**config.mk**
```make
export PLATFORM = sky130hd
export DESIGN_NAME = pbm_stream_parser_top_flat
export DESIGN_NICKNAME = d
export VERILOG_FILES = /design/src/rtl/pbm_pkg.sv /design/src/rtl/pbm_stream_if.sv /design/src/rtl/pbm_parser_core.sv /design/src/rtl/pbm_stream_parser_top.sv /design/src/flat_wrapper.sv
export VERILOG_INCLUDE_DIRS = /design/src /design/src/rtl
export SDC_FILE = /design/constraint.sdc
export NUM_CORES = 1
export LEC_CHECK = 0
export BUFFER_PORTS_ARGS = -buffer_cell sky130_fd_sc_hd__buf_4
export CELL_PAD_IN_SITES_DETAIL_PLACEMENT = 0
export CELL_PAD_IN_SITES_GLOBAL_PLACEMENT = 1
export CORE_AREA = 2 2 164 166
export DETAILED_ROUTE_END_ITERATION = 7
export DIE_AREA = 0 0 166 168
export GPL_TIMING_DRIVEN = 0
export PLACE_DENSITY_LB_ADDON = 0.1
export RECOVER_POWER = 50
export SLEW_MARGIN = 20
export SYNTH_ARGS = -nofsm -noshare
export SYNTH_HDL_FRONTEND = slang
export SYNTH_SLANG_ARGS = --single-unit
```
**constraint.sdc**
```tcl
create_clock -name clk -period 7.6 [get_ports clk]
set_input_delay 1.52 -clock clk [delete_from_list [all_inputs] [get_ports clk]]
set_output_delay 1.52 -clock clk [all_outputs]
set_load 0.01 [all_outputs]
```
**src/rtl/pbm_stream_parser_top_assert.svh**
```systemverilog
// ----------------------------------------------------------------------------
// PBM stream parser assertion macros
// Implication checks on a clocked, reset-qualified property.
// ----------------------------------------------------------------------------
`ifndef PBM_STREAM_PARSER_TOP_ASSERT_SVH
`define PBM_STREAM_PARSER_TOP_ASSERT_SVH

// same-cycle implication
`define PBM_ASSERT_NOW(name, clk, rst, ante, cons) \
  name: assert property (@(posedge clk) disable iff (rst) (ante) |-> (cons)) \
    else $error("pbm_stream_parser: assertion failed");

// next-cycle implication
`define PBM_ASSERT_NEXT(name, clk, rst, ante, cons) \
  name: assert property (@(posedge clk) disable iff (rst) (ante) |=> (cons)) \
    else $error("pbm_stream_parser: assertion failed");

`endif

```
**src/rtl/pbm_pkg.sv**
```systemverilog
// ----------------------------------------------------------------------------
// pbm_pkg
// Shared types and constants of the PBM stream parser.
// ----------------------------------------------------------------------------
`default_nettype none

package pbm_pkg;

  localparam int MAX_DIM_DEFAULT = 16383;
  localparam int DIM_OUT_W       = 14;

  localparam logic [7:0] CH_P       = 8'h50;
  localparam logic [7:0] CH_ONE     = 8'h31;
  localparam logic [7:0] CH_FOUR    = 8'h34;
  localparam logic [7:0] CH_HASH    = 8'h23;
  localparam logic [7:0] CH_NEWLINE = 8'h0A;
  localparam logic [7:0] CH_ZERO    = 8'h30;
  localparam logic [7:0] CH_NINE    = 8'h39;

  typedef enum logic [1:0] {
    KIND_PIXEL,
    KIND_HEADER,
    KIND_ERROR
  } kind_t;

  typedef enum logic [2:0] {
    ERR_MAGIC,
    ERR_FORMAT,
    ERR_TRUNCATED,
    ERR_DIGIT,
    ERR_LARGE
  } err_t;

  typedef struct packed {
    logic [7:0] in_byte;
    logic       end_of_stream;
  } in_item_t;

  typedef struct packed {
    kind_t                kind;
    logic [7:0]           pixel_byte;
    logic [DIM_OUT_W-1:0] img_width;
    logic [DIM_OUT_W-1:0] img_height;
    err_t                 error_code;
    logic                 last;
  } res_item_t;

endpackage

`default_nettype wire

```
**src/rtl/pbm_stream_if.sv**
```systemverilog
// ----------------------------------------------------------------------------
// pbm_stream_if
// Valid/ready channel carrying one payload beat.
// ----------------------------------------------------------------------------
`default_nettype none

interface pbm_stream_if #(
  parameter type payload_t = logic
) ();

  logic     valid;
  logic     ready;
  payload_t data;

  modport source (output valid, output data, input ready);
  modport sink   (input valid, input data, output ready);

endinterface

`default_nettype wire

```
**src/rtl/pbm_parser_core.sv**
```systemverilog
// ----------------------------------------------------------------------------
// pbm_parser_core
// Parser state and single-pass next-state logic: one byte in, at most one
// result out per advance.
// ----------------------------------------------------------------------------
`default_nettype none

module pbm_parser_core #(
  parameter int MAX_DIM = pbm_pkg::MAX_DIM_DEFAULT
) (
  input  wire logic              clk,
  input  wire logic              rst,
  input  wire logic              go,
  input  wire pbm_pkg::in_item_t item,
  output logic                   res_valid,
  output pbm_pkg::res_item_t     res
);

  import pbm_pkg::*;

  localparam int DIM_W = $clog2(MAX_DIM + 1);
  localparam int ACC_W = DIM_W + 4;

  typedef enum logic [2:0] {
    PH_MAGIC_P,
    PH_MAGIC_T,
    PH_W_SKIP,
    PH_W_NUM,
    PH_H_SKIP,
    PH_H_NUM,
    PH_RASTER,
    PH_IDLE
  } phase_t;

  phase_t           phase, phase_next;
  logic             ascii_format, ascii_format_next;
  logic             in_comment, in_comment_next;
  logic [DIM_W-1:0] number_accum, number_accum_next;
  logic [DIM_W-1:0] width_reg, width_reg_next;
  logic [DIM_W-1:0] height_reg, height_reg_next;
  logic [DIM_W-1:0] column_count, column_count_next;
  logic [DIM_W-1:0] row_count, row_count_next;
  logic [2:0]       bits_packed, bits_packed_next;
  logic [7:0]       pack_shift, pack_shift_next;

  logic [7:0]       b;
  logic             is_digit;
  logic [3:0]       d;
  logic [ACC_W-1:0] acc_val;
  logic [DIM_W:0]   width_sum;
  logic [DIM_W-1:0] bytes_per_row;
  logic [DIM_W-1:0] col_inc;
  logic [DIM_W-1:0] row_inc;
  logic [7:0]       shift_new;
  logic [2:0]       bits_new;
  logic [2:0]       width_lo;
  logic [7:0]       pad_mask;
  logic [7:0]       row_pix;
  logic             row_end;
  logic             empty;

  always_comb begin
    b             = item.in_byte;
    is_digit      = (b >= CH_ZERO) && (b <= CH_NINE);
    d             = b[3:0];
    acc_val       = ACC_W'({number_accum, 3'b000}) + ACC_W'({number_accum, 1'b0}) + ACC_W'(d);
    width_sum     = {1'b0, width_reg} + (DIM_W + 1)'(7);
    bytes_per_row = DIM_W'(width_sum >> 3);
    col_inc       = column_count + DIM_W'(1);
    row_inc       = row_count + DIM_W'(1);
    shift_new     = pack_shift | ((d == 4'd1) ? (8'h80 >> bits_packed) : 8'h00);
    bits_new      = bits_packed + 3'd1;
    width_lo      = 3'(width_reg);
    pad_mask      = (width_lo == 3'd0) ? 8'hFF : (8'hFF << (4'd8 - {1'b0, width_lo}));
    empty         = (width_reg == '0) || (number_accum == '0);

    phase_next        = phase;
    ascii_format_next = ascii_format;
    in_comment_next   = in_comment;
    number_accum_next = number_accum;
    width_reg_next    = width_reg;
    height_reg_next   = height_reg;
    column_count_next = column_count;
    row_count_next    = row_count;
    bits_packed_next  = bits_packed;
    pack_shift_next   = pack_shift;
    res_valid         = 1'b0;
    res               = '0;
    row_end           = 1'b0;
    row_pix           = 8'h00;

    if (go) begin
      if (item.end_of_stream) begin
        if (phase == PH_H_NUM && !in_comment && empty) begin
          res_valid      = 1'b1;
          res.kind       = KIND_HEADER;
          res.img_width  = DIM_OUT_W'(width_reg);
          res.img_height = DIM_OUT_W'(number_accum);
          res.last       = 1'b1;
        end else if (phase != PH_MAGIC_P && phase != PH_IDLE) begin
          res_valid      = 1'b1;
          res.kind       = KIND_ERROR;
          res.error_code = ERR_TRUNCATED;
          res.last       = 1'b1;
        end
        phase_next        = PH_MAGIC_P;
        ascii_format_next = 1'b0;
        in_comment_next   = 1'b0;
        number_accum_next = '0;
        width_reg_next    = '0;
        height_reg_next   = '0;
        column_count_next = '0;
        row_count_next    = '0;
        bits_packed_next  = '0;
        pack_shift_next   = '0;
      end else begin
        case (phase)
          PH_MAGIC_P: begin
            if (b == CH_P) begin
              phase_next = PH_MAGIC_T;
            end else begin
              phase_next     = PH_IDLE;
              res_valid      = 1'b1;
              res.kind       = KIND_ERROR;
              res.error_code = ERR_MAGIC;
              res.last       = 1'b1;
            end
          end
          PH_MAGIC_T: begin
            if (b == CH_ONE || b == CH_FOUR) begin
              ascii_format_next = (b == CH_ONE);
              in_comment_next   = 1'b0;
              phase_next        = PH_W_SKIP;
            end else begin
              phase_next     = PH_IDLE;
              res_valid      = 1'b1;
              res.kind       = KIND_ERROR;
              res.error_code = ERR_FORMAT;
              res.last       = 1'b1;
            end
          end
          PH_W_SKIP, PH_H_SKIP: begin
            if (in_comment) begin
              if (b == CH_NEWLINE) begin
                in_comment_next = 1'b0;
              end
            end else if (b == CH_HASH) begin
              in_comment_next = 1'b1;
            end else if (is_digit) begin
              if (ACC_W'(d) > ACC_W'(MAX_DIM)) begin
                phase_next     = PH_IDLE;
                res_valid      = 1'b1;
                res.kind       = KIND_ERROR;
                res.error_code = ERR_LARGE;
                res.last       = 1'b1;
              end else begin
                number_accum_next = DIM_W'(d);
                phase_next        = (phase == PH_W_SKIP) ? PH_W_NUM : PH_H_NUM;
              end
            end
          end
          PH_W_NUM, PH_H_NUM: begin
            if (is_digit) begin
              if (acc_val > ACC_W'(MAX_DIM)) begin
                phase_next     = PH_IDLE;
                res_valid      = 1'b1;
                res.kind       = KIND_ERROR;
                res.error_code = ERR_LARGE;
                res.last       = 1'b1;
              end else begin
                number_accum_next = DIM_W'(acc_val);
              end
            end else begin
              if (b == CH_HASH) begin
                in_comment_next = 1'b1;
              end
              number_accum_next = '0;
              if (phase == PH_W_NUM) begin
                width_reg_next = number_accum;
                phase_next     = PH_H_SKIP;
              end else begin
                height_reg_next   = number_accum;
                res_valid         = 1'b1;
                res.kind          = KIND_HEADER;
                res.img_width     = DIM_OUT_W'(width_reg);
                res.img_height    = DIM_OUT_W'(number_accum);
                res.last          = empty;
                phase_next        = empty ? PH_IDLE : PH_RASTER;
                column_count_next = '0;
                row_count_next    = '0;
                bits_packed_next  = '0;
                pack_shift_next   = '0;
              end
            end
          end
          PH_RASTER: begin
            if (in_comment) begin
              if (b == CH_NEWLINE) begin
                in_comment_next = 1'b0;
              end
            end else if (ascii_format) begin
              if (b == CH_HASH) begin
                in_comment_next = 1'b1;
              end else if (is_digit) begin
                if (d > 4'd1) begin
                  phase_next     = PH_IDLE;
                  res_valid      = 1'b1;
                  res.kind       = KIND_ERROR;
                  res.error_code = ERR_DIGIT;
                  res.last       = 1'b1;
                end else if (bits_new != 3'd0 && col_inc < width_reg) begin
                  pack_shift_next   = shift_new;
                  bits_packed_next  = bits_new;
                  column_count_next = col_inc;
                end else begin
                  pack_shift_next  = '0;
                  bits_packed_next = '0;
                  if (col_inc < width_reg) begin
                    column_count_next = col_inc;
                    res_valid         = 1'b1;
                    res.kind          = KIND_PIXEL;
                    res.pixel_byte    = shift_new;
                  end else begin
                    row_end = 1'b1;
                    row_pix = shift_new;
                  end
                end
              end
            end else begin
              if (col_inc < bytes_per_row) begin
                column_count_next = col_inc;
                res_valid         = 1'b1;
                res.kind          = KIND_PIXEL;
                res.pixel_byte    = b;
              end else begin
                row_end = 1'b1;
                row_pix = b & pad_mask;
              end
            end
            if (row_end) begin
              column_count_next = '0;
              row_count_next    = row_inc;
              res_valid         = 1'b1;
              res.kind          = KIND_PIXEL;
              res.pixel_byte    = row_pix;
              res.last          = (row_inc >= height_reg);
              if (row_inc >= height_reg) begin
                phase_next = PH_IDLE;
              end
            end
          end
          default: begin
            phase_next = PH_IDLE;
          end
        endcase
      end
    end
  end

  always_ff @(posedge clk) begin
    if (rst) begin
      phase        <= PH_MAGIC_P;
      ascii_format <= 1'b0;
      in_comment   <= 1'b0;
      number_accum <= '0;
      width_reg    <= '0;
      height_reg   <= '0;
      column_count <= '0;
      row_count    <= '0;
      bits_packed  <= '0;
      pack_shift   <= '0;
    end else begin
      phase        <= phase_next;
      ascii_format <= ascii_format_next;
      in_comment   <= in_comment_next;
      number_accum <= number_accum_next;
      width_reg    <= width_reg_next;
      height_reg   <= height_reg_next;
      column_count <= column_count_next;
      row_count    <= row_count_next;
      bits_packed  <= bits_packed_next;
      pack_shift   <= pack_shift_next;
    end
  end

endmodule

`default_nettype wire

```
**src/rtl/pbm_stream_parser_top.sv**
```systemverilog
// ----------------------------------------------------------------------------
// pbm_stream_parser_top
// PBM (P1/P4) byte-stream parser: header dimensions, packed pixel bytes
// with a last mark, and error results.
//
//   channel  dir  payload
//   item     in   in_byte[7:0], end_of_stream
//   result   out  kind, pixel_byte, img_width, img_height, error_code, last
//
// One byte per cycle sustained while the result channel is ready: input
// register, one pass of parser logic, result register.
// Bytes that produce no result leave nothing in the result register.
// A stalled result holds its register; the input register still takes a
// new byte while it is empty. Reset clears both valid flags and the parser
// state back to waiting for the magic.
// ----------------------------------------------------------------------------
`default_nettype none

`include "pbm_stream_parser_top_assert.svh"

module pbm_stream_parser_top #(
  parameter int MAX_DIM = pbm_pkg::MAX_DIM_DEFAULT
) (
  input wire logic     clk,
  input wire logic     rst,
  pbm_stream_if.sink   item,
  pbm_stream_if.source result
);

  import pbm_pkg::*;

  logic      in_q_valid;
  in_item_t  in_q;
  logic      res_valid;
  res_item_t res_q;
  logic      core_go;
  logic      core_res_valid;
  res_item_t core_res;

  assign core_go      = in_q_valid && (!res_valid || result.ready);
  assign item.ready   = !in_q_valid || core_go;
  assign result.valid = res_valid;
  assign result.data  = res_q;

  pbm_parser_core #(
    .MAX_DIM (MAX_DIM)
  ) u_core (
    .clk       (clk),
    .rst       (rst),
    .go        (core_go),
    .item      (in_q),
    .res_valid (core_res_valid),
    .res       (core_res)
  );

  always_ff @(posedge clk) begin
    if (rst) begin
      in_q_valid <= 1'b0;
      res_valid  <= 1'b0;
    end else begin
      if (item.ready) begin
        in_q_valid <= item.valid;
      end
      if (core_go) begin
        res_valid <= core_res_valid;
      end else if (result.ready) begin
        res_valid <= 1'b0;
      end
    end
    if (item.valid && item.ready) begin
      in_q <= item.data;
    end
    if (core_go && core_res_valid) begin
      res_q <= core_res;
    end
  end

  `PBM_ASSERT_NOW(a_error_is_last, clk, rst,
    result.valid && result.data.kind == KIND_ERROR, result.data.last)
  `PBM_ASSERT_NOW(a_pixel_fields_clear, clk, rst,
    result.valid && result.data.kind == KIND_PIXEL,
    result.data.img_width == '0 && result.data.img_height == '0 &&
    result.data.error_code == ERR_MAGIC)
  `PBM_ASSERT_NEXT(a_input_stage_holds, clk, rst,
    in_q_valid && !core_go, in_q_valid && $stable(in_q))

endmodule

`default_nettype wire

```
**src/flat_wrapper.sv**
```systemverilog
// flat-port wrapper written by rule: the top's interface ports become plain ports
module pbm_stream_parser_top_flat import pbm_pkg::*;
#(
  parameter int MAX_DIM = pbm_pkg::MAX_DIM_DEFAULT
)
  (clk, rst, item_valid, item_data, item_ready, result_valid, result_data, result_ready);
  pbm_stream_if #(.payload_t(in_item_t)) item_i ();
  pbm_stream_if #(.payload_t(res_item_t)) result_i ();
  input wire logic clk;
  input wire logic rst;
  input wire logic [$bits(item_i.valid)-1:0] item_valid;
  input wire logic [$bits(item_i.data)-1:0] item_data;
  output wire logic [$bits(item_i.ready)-1:0] item_ready;
  output wire logic [$bits(result_i.valid)-1:0] result_valid;
  output wire logic [$bits(result_i.data)-1:0] result_data;
  input wire logic [$bits(result_i.ready)-1:0] result_ready;
  assign item_i.valid = item_valid;
  assign item_i.data = item_data;
  assign item_ready = item_i.ready;
  assign result_valid = result_i.valid;
  assign result_data = result_i.data;
  assign result_i.ready = result_ready;
  pbm_stream_parser_top #(.MAX_DIM(MAX_DIM)) u_core (.clk(clk), .rst(rst), .item(item_i), .result(result_i));
endmodule
```
==> Flow_metrics.wiki, run 1 <==
{| class="wikitable"
! Metric !! Value
|-
| # port buffers || 55
|-
| Wire length of the first global-routing pass || 46.11 mm
|-
| Synthesized netlist net count || 1121
|-
| Count of different cell masters after synthesis || 84
|-
| WP data arrival || 5.27 ns
|-
| Crit path capture type || register
|-
| # hold bufs at CTS || 0
|-
| Count of final setup violators || 0
|-
| Worst-path maximum fanout || 10
|-
| Min Tclk post-route || 4.916 ns
|-
| Crit path buf inv count || 1
|-
| Vias in the first global route || 7820
|-
| Post-route design area || 10340 µm²
|-
| Number of register bits inferred by synthesis || 139
|-
| Worst-case hold slack || 0.4888 ns
|-
| Count leader, synth || sky130_fd_sc_hd__nor2_1
|-
| Overall routing resource usage || 0.2126
|-
| Layout fillers || 2705
|-
| Max-cap violations || 0
|-
| Clk Tree Root Cell || sky130_fd_sc_hd__clkbuf_16
|-
| Latest clock arrival within the worst-skew pair || 0.44 ns
|-
| Max FFs per register || 42
|-
| Average cell area after synthesis || 8.788 µm²
|-
| Slack of the worst reg-to-reg path || 2.68 ns
|-
| Power per standard cell area || 172.5 nW/µm²
|-
| Area contributors post-synth || sky130_fd_sc_hd__dfxtp_1 20%, sky130_fd_sc_hd__edfxtp_1 17%, sky130_fd_sc_hd__ha_1 11%
|-
| CP max-delay cell || sky130_fd_sc_hd__nor4_4
|-
| Most common cell on crit path || sky130_fd_sc_hd__a21oi_1
|-
| Area fraction of the dominant cell type after synthesis || 0.1950
|-
| PostCTS Resize Cnt || 0
|-
| Via density per instance || 5.455
|-
| Unrepaired setup endpoints after global routing || false
|-
| Cell family with the largest share of critical-path delay || simple AND/OR/NAND/NOR gates
|-
| Most used flip-flop cell after synthesis || sky130_fd_sc_hd__dfxtp_1
|-
| Starting Density || 0.3428
|-
| Initial DRC Count || 456
|-
| DIE HEIGHT || 168 µm
|-
| Leakage power total || 3.727 nW
|-
| Crit path cell chain || ha_1, nand4_1, nor2_1, and3_1, xor2_1, ha_1, a21oi_1, a21boi_0, or4_2, nor4_4, nor4_4, a21oi_1, buf_2, nand2_1, a21oi_1
|-
| Final TNS setup || 0 ns
|-
| Area after DPL || 9952 µm²
|-
| TritonCTS clock tree || yes
|-
| Final worst-path cycle share || 0.6469
|-
| Met2 Resource Use GR || 0.3269
|-
| Antenna Diode Count || 0
|-
| Count of placed standard cells including taps || 1427
|-
| Average wire per standard cell || 20.05 µm
|-
| Routability cong. || 0.8760
|-
| Critical path class || reg -> reg
|-
| Critical Path Start Type || register
|-
| Horizontal die dimension || 166 µm
|-
| Final Instance Count excl. Fillers || 1459
|-
| Post-CTS Setup Repair Bufs || 0
|-
| Leading area contributor after synthesis || sky130_fd_sc_hd__dfxtp_1
|-
| Total I/O pin count || 57
|-
| Share of synthesized flip-flops with an asynchronous set or reset || 0
|-
| Achievable Freq || 203.4 MHz
|-
| Maximum number of pins on one net before global-route repair || 18
|-
| Worst Max-Slew Pin Slew || 1.042 ns
|-
| Minimum setup slack in the final design || 2.684 ns
|-
| PnR Total Power || 1.784 mW
|-
| Hold Fails Final Rpt || 0
|-
| Total congestion overflow after global routing || 0
|-
| Ratio of cells with drive above 1 in the final layout || 0.09034
|-
| Result of the run || completed
|-
| Highest-utilization routing layer at the global route stage || met2
|-
| Relative slew slack || 0.2963
|-
| CP Data Required Time || 7.95 ns
|-
| Met1 Resource Use GR || 0.3088
|-
| Worst slack after detailed placement || 2.756 ns
|-
| Max stage delay on crit path || 0.75 ns
|-
| Pre-antenna DRT Iters || 5
|-
| Total number of vias || 7959
|-
| Number of antenna violations at the first check in global routing || 0
|-
| Clock tree buffer depth || 2
|-
| Synthesis-to-finish area growth || 14.47%
|-
| List of most frequent post-synthesis cells || 107 x sky130_fd_sc_hd__nor2_1, 88 x sky130_fd_sc_hd__dfxtp_1, 80 x sky130_fd_sc_hd__a21oi_1
|-
| Yosys warning total || 0
|-
| Kind of path behind the tightest hold check || reg -> reg
|-
| Clock-pin slew of the registers on the worst-case setup and hold paths || 0.07 ns
|-
| Post-route ant nets || 0
|-
| Number of core rows || 60
|-
| Half-perimeter wire length of the detailed placement result || 22.17 mm
|-
| Peak VDD IR || 0.00009824 V
|-
| H-tree depth || 4
|-
| Die Area || 27890 µm²
|-
| Gate count after technology mapping || 1028
|-
| Met3 track demand over resource in global routing || 0.03832
|-
| Number of slew-limit violations in the final report || 0
|-
| Share of the yosys chip area belonging to registers || 0.3645
|-
| Netlist area before placement || 9034 µm²
|-
| Routed wire length || 29.25 mm
|-
| NumNets Final || 1198
|-
| Core Area || 26350 µm²
|-
| Worst clock skew on the final layout || 0.01552 ns
|-
| Final design utilization || 0.3925
|-
| Num CTS Buffers || 17
|-
| Clk sink count || 139
|-
| Number of DRC violations after detailed routing || 0
|-
| EDFF count, synth || 51
|}
## routing by layer
metal / wire (µm) / vias to the layer above
met5: 0 / -
met4: 399 / 0
met3: 1245 / 29
met2: 12870 / 167
met1: 14740 / 3805
li1: - / 3958
## tightest hold or removal path, delay by kind of cell, from the launching register on
| kind | cells | cell delay [ns] |
|---|---|---|
| simple gates | 1 | 0.07 |
| compound gates | 1 | 0.06 |
| flops | 1 | 0.33 |
## where the power goes
| part | switching, mW | total (mW) | internal, mW |
|---|---|---|---|
| sequential | 0.0136 | 0.804 | 0.791 |
| combinational | 0.108 | 0.158 | 0.0498 |
| clock | 0.358 | 0.822 | 0.463 |
## cells by family after synthesis
kind of cell / share of synthesized area
xor+xnor: 0.04058
buf+inv: 0.05014
mux: 0.004571
compound gates: 0.2048
flops: 0.3645
simple gates: 0.2229
fa+ha+maj: 0.1125
## final cells by class
cell class	count	area [µm²]	area share
multi-input combinational	788	5304	0.5129
inverter	55	206.4	0.01996
timing repair buffer	58	314.1	0.03037
buffer	46	236.5	0.02287
clock buffer	21	450.4	0.04356
sequential	139	3293	0.3185
clock inverter	11	110.1	0.01065
tap	341	426.7	0.04126
## cells in the final DEF (no fill, tap or decap), types with 5 or more instances in the layout
cell	count
sky130_fd_sc_hd__xnor2_1	24
sky130_fd_sc_hd__clkbuf_16	17
sky130_fd_sc_hd__a32oi_1	7
sky130_fd_sc_hd__a211oi_1	10
sky130_fd_sc_hd__and2_0	8
sky130_fd_sc_hd__nor2b_1	5
sky130_fd_sc_hd__nand4_1	17
sky130_fd_sc_hd__a21o_1	8
sky130_fd_sc_hd__dfxtp_1	88
sky130_fd_sc_hd__o21ai_0	24
sky130_fd_sc_hd__xor2_1	16
sky130_fd_sc_hd__nand2b_1	15
sky130_fd_sc_hd__o211ai_1	8
sky130_fd_sc_hd__clkbuf_1	77
sky130_fd_sc_hd__edfxtp_1	51
sky130_fd_sc_hd__buf_2	6
sky130_fd_sc_hd__o32ai_1	6
sky130_fd_sc_hd__o31ai_2	7
sky130_fd_sc_hd__clkbuf_4	10
sky130_fd_sc_hd__or3_1	9
sky130_fd_sc_hd__nand3_1	37
sky130_fd_sc_hd__nand3b_1	9
sky130_fd_sc_hd__o22ai_1	10
sky130_fd_sc_hd__nor3b_1	10
sky130_fd_sc_hd__a22oi_1	15
sky130_fd_sc_hd__and3_1	8
sky130_fd_sc_hd__ha_1	78
sky130_fd_sc_hd__nor2_1	107
sky130_fd_sc_hd__inv_1	54
sky130_fd_sc_hd__a31oi_1	18
sky130_fd_sc_hd__buf_4	6
sky130_fd_sc_hd__nor4_1	10
sky130_fd_sc_hd__or2_2	5
sky130_fd_sc_hd__a21oi_1	79
sky130_fd_sc_hd__nand2_1	77
sky130_fd_sc_hd__o21ai_1	24
sky130_fd_sc_hd__nor3_1	46
sky130_fd_sc_hd__a311oi_1	10
## worst paths after layout
path | from | endpoint | cells after the start
setup / recovery | u_core.u_core.column_count[0] | u_core.u_core.row_count[1] | 15
setup reg to reg | u_core.u_core.column_count[0] | u_core.u_core.row_count[1] | 15
hold reg to reg | u_core.u_core.pack_shift[7] | u_core.u_core.pack_shift[7] | 2
hold / removal | u_core.u_core.pack_shift[7] | u_core.u_core.pack_shift[7] | 2
Power figures use the tool's default switching activity.
==> inputs of run 2 (changes only) <==
==> constraint.sdc (replaced) <==
create_clock -name clk -period 4.1 [get_ports clk]
set_input_delay 0.82 -clock clk [delete_from_list [all_inputs] [get_ports clk]]
set_output_delay 0.82 -clock clk [all_outputs]
set_load 0.01 [all_outputs]
==> run 2 against run 1 <==
Effect of this change: flip-flop and latch count unchanged; first-iteration DRC count up 32%; largest power group unchanged; final cell count is 0.96% higher.
==> Flow_metrics.wiki, run 2 (synthesis gave the netlist of run 1 again) <==
{| class="wikitable"
! Metric !! Value
|-
| Result of the run || completed
|-
| Met2 wire len || 13.11 mm
|-
| Critical Path Start Type || register
|-
| Power per standard cell area || 321.2 nW/µm²
|-
| Switch Pwr || 0.8941 mW
|-
| Max-cap violations || 0
|-
| Worst hold start || u_core.u_core.pack_shift[1]
|-
| Initial DRC Count || 600
|-
| Crit path cell chain || nand4_1, buf_4, nor3_2, xor2_2, ha_1, nand2_1, or3_1, o211a_1, o2111ai_1, a41oi_1, nor2b_1, a21oi_4, buf_16
|-
| Number of antenna violations at the first check in global routing || 0
|-
| Hold Fails Final Rpt || 0
|-
| Slack of the worst reg-to-reg path || 0.18 ns
|-
| Max stage delay on crit path || 0.45 ns
|-
| PnR Total Power || 3.426 mW
|-
| Peak VDD IR || 0.0002249 V
|-
| Depth of the worst hold-timing path || 2
|-
| Achievable Freq || 255.2 MHz
|-
| Cell-internal power || 2.532 mW
|-
| Ratio of cells with drive above 1 in the final layout || 0.1281
|-
| Average wire per standard cell || 19.99 µm
|-
| Total congestion overflow after global routing || 0
|-
| Kind of path behind the tightest hold check || reg -> reg
|-
| Vias in the first global route || 7746
|-
| Starting Density || 0.3428
|-
| Total number of vias || 7998
|-
| Leading cell type in the layout, fill and taps excluded || sky130_fd_sc_hd__nor2_1
|-
| Horizontal die dimension || 166 µm
|-
| DIE HEIGHT || 168 µm
|-
| # hold bufs at CTS || 0
|-
| Leakage power total || 3.883 nW
|-
| Share of power burned in the clock network || 0.477
|-
| Crit path capture type || register
|-
| Max FFs per register || 42
|-
| Worst clock skew on the final layout || 0.01739 ns
|-
| Maximum number of pins on one net before global-route repair || 18
|-
| Pre-antenna DRT Iters || 7
|-
| Count of final setup violators || 0
|-
| Num CTS Buffers || 17
|-
| Number of DRC violations after detailed routing || 0
|-
| Routability cong. || 0.8973
|-
| Post-route ant nets || 0
|-
| Final Instance Count excl. Fillers || 1473
|-
| Worst Max-Slew Pin Slew || 1.057 ns
|-
| Critical path origin || u_core.u_core.column_count[7]
|-
| Via density per instance || 5.430
|-
| Clock-pin slew of the registers on the worst-case setup and hold paths || 0.07 ns
|-
| Routed wire length || 29.44 mm
|-
| Latest clock arrival within the worst-skew pair || 0.43 ns
|-
| End point of the worst hold path || u_core.u_core.pack_shift[1]
|-
| TritonCTS clock tree || yes
|-
| Wire length of the first global-routing pass || 46.00 mm
|-
| Worst-path maximum fanout || 17
|-
| Overall routing resource usage || 0.2122
|-
| Critical register-to-register path startpoint || u_core.u_core.column_count[7]
|-
| Clock tree buffer depth || 2
|-
| Half-perimeter wire length of the detailed placement result || 22.22 mm
|-
| Total I/O pin count || 57
|-
| FF-to-FF End || u_core.result.data[10]
|-
| Reg power frac || 0.435
|-
| Number of core rows || 60
|-
| Layout fillers || 2706
|-
| Wire length on met1 || 14.89 mm
|-
| Combinational cell fraction of total power || 0.089
|-
| Core Area || 26350 µm²
|-
| NumNets Final || 1212
|-
| Logic depth of the worst register-to-register path || 13
|-
| WP data arrival || 4.05 ns
|-
| # port buffers || 55
|-
| Die Area || 27890 µm²
|-
| Count of placed standard cells including taps || 1427
|-
| Synthesis-to-finish area growth || 18.10%
|-
| Critical path class || reg -> reg
|-
| Min Tclk post-route || 3.918 ns
|-
| Clk sink count || 139
|-
| Final worst-path cycle share || 0.9556
|-
| Switching share of power || 0.2610
|-
| CP Data Required Time || 4.23 ns
|-
| Antenna Diode Count || 0
|-
| Clk Tree Root Cell || sky130_fd_sc_hd__clkbuf_16
|-
| Routed met3 length || 1.016 mm
|-
| Final design utilization || 0.4049
|-
| Highest-count cells in the layout ignoring fill and taps || 104 x sky130_fd_sc_hd__nor2_1, 83 x sky130_fd_sc_hd__dfxtp_1, 78 x sky130_fd_sc_hd__clkbuf_1, 78 x sky130_fd_sc_hd__a21oi_1, 77 x sky130_fd_sc_hd__ha_1
|-
| CP max-delay cell || sky130_fd_sc_hd__or3_1
|-
| H-tree depth || 4
|-
| Number of slew-limit violations in the final report || 0
|-
| Relative slew slack || 0.2882
|-
| Top layer used by detailed routing || met4
|}
-- run 2: cell count changes in the layout (fill, tap and decap cells not counted), moves of 3 or more --
cell                         before  now
sky130_fd_sc_hd__dfxtp_1         88   83
sky130_fd_sc_hd__dfxtp_2          0    5
sky130_fd_sc_hd__nor3_1          46   43
sky130_fd_sc_hd__inv_2            1    4
sky130_fd_sc_hd__clkinvlp_4       4    1
sky130_fd_sc_hd__buf_4            6   18
sky130_fd_sc_hd__inv_1           54   51
sky130_fd_sc_hd__buf_2            6    3
sky130_fd_sc_hd__nor2_1         107  104
-- run 2: how the worst max path moves through the flow --
stage                                       to  slack (ns)
floorplan                u_core.result.data[0]        0.19
global route            u_core.result.data[34]       -0.04
detailed placement  u_core.u_core.row_count[1]       -0.71
CTS                     u_core.result.data[36]       0.004
global placement        u_core.result.data[15]       -0.96
finish                  u_core.result.data[10]        0.18
-- run 2: metrics by stage --
stage	setup TNS (ns)	setup WS [ns]	instance area, µm²	hold slack [ns]
after floorplan	0	0.1881	9045	0.4545
after global placement	-60.80	-0.9598	9884	0.4676
after detailed placement	-38.25	-0.7062	9940	0.4744
after CTS	0	0.003987	10670	0.4909
after global routing	-1.095	-0.04286	10670	0.5136
final	0	0.1822	10670	0.4914
-- run 2: cell type report --
cell class | count | area [µm²] | area share
plain buffers | 46 | 244.0 | 0.02287
clock buffers | 20 | 436.7 | 0.04093
clock inverters | 12 | 160.2 | 0.01501
inverters | 55 | 206.4 | 0.01935
multi-input cells | 788 | 5468 | 0.5125
flip-flops and latches | 139 | 3299 | 0.3093
well taps | 341 | 426.7 | 0.03999
repair buffers | 72 | 427.9 | 0.04011
-- run 2: routing by layer --
metal  up-vias  global-route usage
met5         -                   0
met4         0             0.05066
met3        20             0.02727
met2       160              0.3291
met1      3837              0.3134
li1       3981                   -
-- run 2: repair_timing --
item | in CTS | in global routing
gates resized for setup | 14 | 28
buffers inserted | 7 | 7
endpoints found under the hold margin | 0 | 0
setup endpoints to repair | 86 | 94
pin swaps | 4 | 10
-- run 2: worst max-delay path: cells and delay by family, from the launching register on --
family	cells	cell delay [ns]
AO/OA/AOI/OAI	4	0.91
buffers and inverters	2	0.43
AND/OR/NAND/NOR	5	1.32
adder cells (fa/ha/maj)	1	0.17
XOR/XNOR	1	0.33
flip-flops	1	0.43
-- run 2: power groups by stage --
stage | sequential, mW | combinational, mW | clock [mW]
finish | 1.49 | 0.304 | 1.63
global route | 1.49 | 0.333 | 1.72
CTS | 1.49 | 0.318 | 1.66
detailed placement | 1.52 | 0.307 | 0
global placement | 1.52 | 0.300 | 0
floorplan | 1.52 | 0.172 | 0
